==> src/rtl/open_address_int_hash_table_assert.svh <==
// Assertion macros for the hash table RTL.
// Used by files that carry concurrent checks; depends on nothing.
`ifndef OPEN_ADDRESS_INT_HASH_TABLE_ASSERT_SVH
`define OPEN_ADDRESS_INT_HASH_TABLE_ASSERT_SVH
// implication checked at every edge out of reset
`define OAH_ASSERT_IMP(label, clk, rst, ante, cons) \
  label: assert property (@(posedge clk) disable iff (rst) (ante) |-> (cons)) \
    else $error("assertion failed");
// next-cycle implication
`define OAH_ASSERT_NEXT(label, clk, rst, ante, cons) \
  label: assert property (@(posedge clk) disable iff (rst) (ante) |=> (cons)) \
    else $error("assertion failed");
`endif

==> src/rtl/oaht_pkg.sv <==
// Shared types and constants for the open-address hash table.
// No dependencies.
package oaht_pkg;
  localparam int IndexBitsDef  = 8;
  localparam int TableDepthDef = 256;
  localparam int ProbeLimitDef = 256;
  localparam logic [63:0] MultReset  = 64'd11400714819323198485;
  localparam logic [7:0]  LimitReset = 8'd180;

  typedef enum logic [1:0] {
    MODE_GET = 2'd0, MODE_SET = 2'd1, MODE_DEL = 2'd2, MODE_NOP = 2'd3
  } mode_t;

  typedef enum logic [1:0] {
    ST_OK = 2'd0, ST_ABSENT = 2'd1, ST_FULL = 2'd2, ST_PROBE = 2'd3
  } status_t;

  typedef enum logic [1:0] {
    FLAG_EMPTY = 2'd0, FLAG_LIVE = 2'd1, FLAG_TOMB = 2'd2, FLAG_RSVD = 2'd3
  } flag_t;

  localparam logic CFG_MULT  = 1'b0;
  localparam logic CFG_LIMIT = 1'b1;

  // queued operation between front and back
  typedef struct packed {
    mode_t       mode;
    logic [63:0] key;
    logic [63:0] value;
  } op_t;

  // completed result
  typedef struct packed {
    logic        found;
    logic [63:0] read_value;
    status_t     status;
    logic [8:0]  live_count;
  } res_t;
endpackage

==> src/rtl/oaht_front.sv <==
// Front end: accepts operations into a short queue.
// Depends on oaht_pkg.
module oaht_front (
  input  logic           clk,
  input  logic           rst,
  input  logic           push,
  output logic           full,
  input  oaht_pkg::op_t  op_in,
  input  logic           take,
  output logic           avail,
  output oaht_pkg::op_t  op_out
);
  import oaht_pkg::*;
  localparam int Depth = 2;

  op_t        q [Depth];
  logic       wp, rp;
  logic [1:0] cnt;
  logic       do_push, do_take;

  assign full    = (cnt == 2'd2);
  assign avail   = (cnt != 2'd0);
  assign do_push = push && !full;
  assign do_take = take && avail;
  assign op_out  = q[rp];

  always_ff @(posedge clk) begin
    if (do_push) begin
      q[wp] <= op_in;
    end
  end

  always_ff @(posedge clk) begin
    if (rst) begin
      wp <= 1'b0; rp <= 1'b0; cnt <= 2'd0;
    end else begin
      if (do_push) wp <= ~wp;
      if (do_take) rp <= ~rp;
      cnt <= cnt + {1'b0, do_push} - {1'b0, do_take};
    end
  end
endmodule

==> config.mk <==
export PLATFORM = sky130hd
export DESIGN_NAME = oaht_front
export DESIGN_NICKNAME = d
export VERILOG_FILES = /design/src/rtl/open_address_int_hash_table_assert.svh /design/src/rtl/oaht_pkg.sv /design/src/rtl/oaht_front.sv
export SDC_FILE = /design/constraint.sdc
export NUM_CORES = 1
export LEC_CHECK = 0
export BUFFER_PORTS_ARGS = -buffer_cell sky130_fd_sc_hd__buf_2
export CAP_MARGIN = 20
export CORE_AREA = 5 5 186 188
export DETAILED_ROUTE_END_ITERATION = 10
export DIE_AREA = 0 0 191 193
export PLACE_DENSITY = 0.59
export SLEW_MARGIN = 20
export SYNTH_ARGS = -nofsm -noshare
export SYNTH_HDL_FRONTEND = slang
export SYNTH_SLANG_ARGS = --single-unit
==> constraint.sdc <==
create_clock -name clk -period 9.9 [get_ports clk]
set_input_delay 1.98 -clock clk [delete_from_list [all_inputs] [get_ports clk]]
set_output_delay 1.98 -clock clk [all_outputs]
set_load 0.01 [all_outputs]
## Yosys cells after proc, flatten, opt, wreduce, memory -nomap -nowiden

Memory sizes are Yosys's and may differ from the RTL's. A register that Yosys moved wholly into a read port is not among the register bits.
Cells that the tools add are included.

- Register bits: 4
- RAM bits: 260
- Input bits: 134
- Output and inout port bits: 132
- Word-level logic and storage cells: 17
- Memories kept: 1

- $add $sub $neg: 2
- Equality and inequality tests: 1
- Muxes and demuxes: 4
- Bitwise logic cells: 2
- Reductions and logical operators: 4

Memories:

| memory | words | width | read ports | clocked after memory_dff | write ports | RTL line | text |
|---|---|---|---|---|---|---|---|
| q | 2 | 130 | 1 | 1 | 1 | oaht_front.sv:16 | `op_t q [Depth];` |

Operators by type and width:

| kind | count |
|---|---|
| 1-bit two-way mux | 4 |
| 2-bit by 1-bit adder with 2-bit output | 1 |
| 2-bit == test (second input constant) | 1 |
| 1-bit logical AND | 2 |
| 1-bit NOT | 2 |
| 2-bit nonzero test | 1 |
| 2-bit by 1-bit subtractor with 2-bit output | 1 |
| 1-bit logical NOT | 1 |

## Logic depth before layout (Yosys ltp)

- Depth after elaboration: 5
- Mapped depth: 8
- Depth with buffers taken out: 8

## Worst setup path before layout

OpenSTA, ideal clock, no wires.

- Path kind: input to register
- Start point: input port push
- End point: memory q[1][0] (netlist bit) (enable)
- Library setup time: 505 ps
- Arrival: 5022 ps
- Data required time: 9395 ps
- Path slack: 4373 ps
- Stages on the path: 1
- Buffers on the path: 0
- Cells stage by stage: and3_1

- Longest elaborated chain between the ends: 3

RTL lines:

| item | RTL line | text |
|---|---|---|
| start: declaration | oaht_front.sv:6 | `input logic push,` |
| 1-bit logical AND | oaht_front.sv:23 | `assign do_push = push && !full;` |
| 1-bit two-way mux | oaht_front.sv:28 | `if (do_push) begin` |
| 1-bit two-way mux (not written as such) | oaht_front.sv:29 | `q[wp] <= op_in;` |
| end: declaration | oaht_front.sv:16 |  |

No other way between the ends.

==> flow_summary.yaml <==
outcome:
  status: "complete, no violations"
sta:
  finalCritPeriodShare_pct: 52.1
  max_freq_mhz: 194
  setup_slack_ns: 4.74
  worst_pin_slew_ns: 1.02
  fin_tns_setup_ns: 0
  final-setup-viol-count: 0
  rsz0062_at_grt: "false"
  skew_ns: 0.0106
  final_hold_viol_count: 0
  slew_headroom_pct: 31.9
  slew_viol_final: 0
  fin_crit_ns: 5.16
detailed_routing:
  wl_mm: 20.0
  dr_total_vias: 4885
  ant_nets: 0
  firstDrtPassIters: 4
  drc_errors: 0
  drt_iter0_drc: 206
  wl_per_cell_um: 16.9
  viasPerCell: 4.12
synthesis:
  synth-edff-count: 260
  async_flop_share_pct: 0
  syn_inst: 430
  ys_types: 20
  synth.avg_cell_area_um2: 22.4
  syn_nets: 566
  synth_top_area_cell: "edfxtp_1"
  synth_seq_cells: 265
  yosys_warnings: 0
  synth_area_leaders: "edfxtp_1, mux2_2, buf_6"
  yosysTopAreaCellShare_pct: 81.0
  synth_area_um2: 9640
  ys_seq_area_share_pct: 82.0
  synthFlopType: "edfxtp_1"
clock_tree:
  h-tree-depth: 1
  path_clk_slew_ns: 0.06
  numClockSinks: 265
  cts_hold_buf: 0
  cts_setup_buffers: 0
  clk-insertion-delay-late_ns: 0.54
  cts-root-buf: "clkbuf_16"
  cts_buffer_depth: 3
  cts_resized: 0
  cts-buffers-inserted: 30
  cts_tree: "done"
die:
  boundaryPins: 266
  die_y_um: 193
  rows: 67
  die-area_um2: 36900
  initial_core_util_pct: 29.3
  core_area_um2: 32900
  die_x_um: 191
worst_setup_path:
  required_ns: 7.92
  critPathArrivalTime_ns: 3.18
  startpoint_type: "flop"
  path_cells: "buf_4 > buf_4 > mux2_2 > buf_2"
  cp_common_cell: "buf_4"
  cp_slowest_cell: "dfxtp_4"
  critPathBufInv: 3
  cp_max_fo: 47
  max_stage_delay_ns: 0.71
  setup.worst_path.class: "flop to primary output"
  end_kind: "primary output"
  path_delay_family: "buffers and inverters"
global_route:
  antenna_found_initial: 4
  grt_pass1_vias: 5108
  grt_pass1_wl_mm: 28.8
  grt_usage_pct: 10.1
  grt.overflow.total: 0
  grt_max_degree: 69
final_layout:
  drive_gt1_share_pct: 60.2
  fin_area_um2: 12400
  syn2layout_area_growth_pct: 28.6
  diodes: 0
  fin_nets: 853
place:
  pre_cts_slack_ns: 5.21
  place_area_um2: 11400
  globalplace.congestion: 0.690
  hpwl_mm: 13.0
  port_buffers: 265
run:
  drv_cap: 0
power:
  p_leak_nw: 4.55
  p_per_area_nw_per_um2: 254
  vdd_drop_max_mv: 0.154
hold_path:
  worstHoldPathType: "flop to flop"
-- cells by family (layout without fill, tap and decap cells) --
logic type	count (synthesis)	in the layout	synth area share, %
simple gates	9	9	0.506
fa+ha+maj	2	2	0.260
mux	130	130	15.2
xor+xnor	3	3	0.273
flops	265	265	82.0
buf+inv	18	327	1.56
compound gates	3	3	0.182
-- synthesized netlist by cell type (2+ instances only) --
cell and count:
edfxtp_1 260, mux2_2 130, buf_6 10, dfxtp_1 5
inv_1 4, buf_2 3, nor2_1 3, ha_1 2
xnor2_1 2
-- final timing paths --
kind,startpoint,to,slack [ns],cells after the start
worst max-delay path,flop,op_out[50],4.74,4
worst min-delay path,wp,wp,0.51,2
worst max register to register,cnt[0],q[0][86],7.18,5
worst min register to register,wp,wp,0.51,2
-- sequential cells by signal, summed over array words and instances, names as in the netlist, named ones only --
signal and flops:
cnt 2, wp 1, q 260, rp 1
-- tightest hold or removal path: cells and delay by family (launching register included) --
kind	cells	cell delay, ns
DFF	1	0.32
AOI/OAI and AO/OA	2	0.14
-- report_power, final --
| part | internal, mW | switching, mW |
|---|---|---|
| logic | 0.303 | 0.355 |
| registers | 1.39 | 0.0482 |
| clock network | 0.638 | 0.407 |
-- metal layers --
layer | track usage [%] | wire length, um
met2 | 16.7 | 9340
met1 | 12.6 | 8420
met3 | 3.69 | 1780
met4 | 2.93 | 434
met5 | 0 | 46
-- through the flow --
step | total power, mW | cells | utilization, % | hold slack [ns]
final | 3.15 | 1187 | 37.6 | 0.514
after global routing | 3.31 | 1187 | 37.6 | 0.582
after CTS | 3.21 | 1187 | 37.6 | 0.519
after detailed placement | 2.14 | 1133 | 34.7 | 0.506
after global placement | 2.14 | 1133 | 34.7 | 0.476
after floorplan | 1.89 | 430 | - | 0.452
-- cell usage in the layout (no fill, tap or decap), drive strengths merged --
cell type  instances
inv                4
edfxtp           260
nand2              1
buf              269
bufinv             1
nor2b              1
clkinv             6
a21oi              1
and3               1
ha                 2
or3                1
o21ai              1
or2                1
dfxtp              5
o21a               1
xnor2              2
clkbuf            45
xor2               1
mux2             130
clkinvlp           2
nand2b             1
nor2               3
-- area by class of cell --
cell class | instances | area (um^2)
fill | 3088 | 20600
clock buffer | 45 | 888
tap | 448 | 561
multi-input combinational | 147 | 1590
timing repair buffer | 269 | 1360
inverter | 4 | 20.0
sequential | 265 | 7910
clock inverter | 9 | 68.8
(Power assumes the default switching activity.)
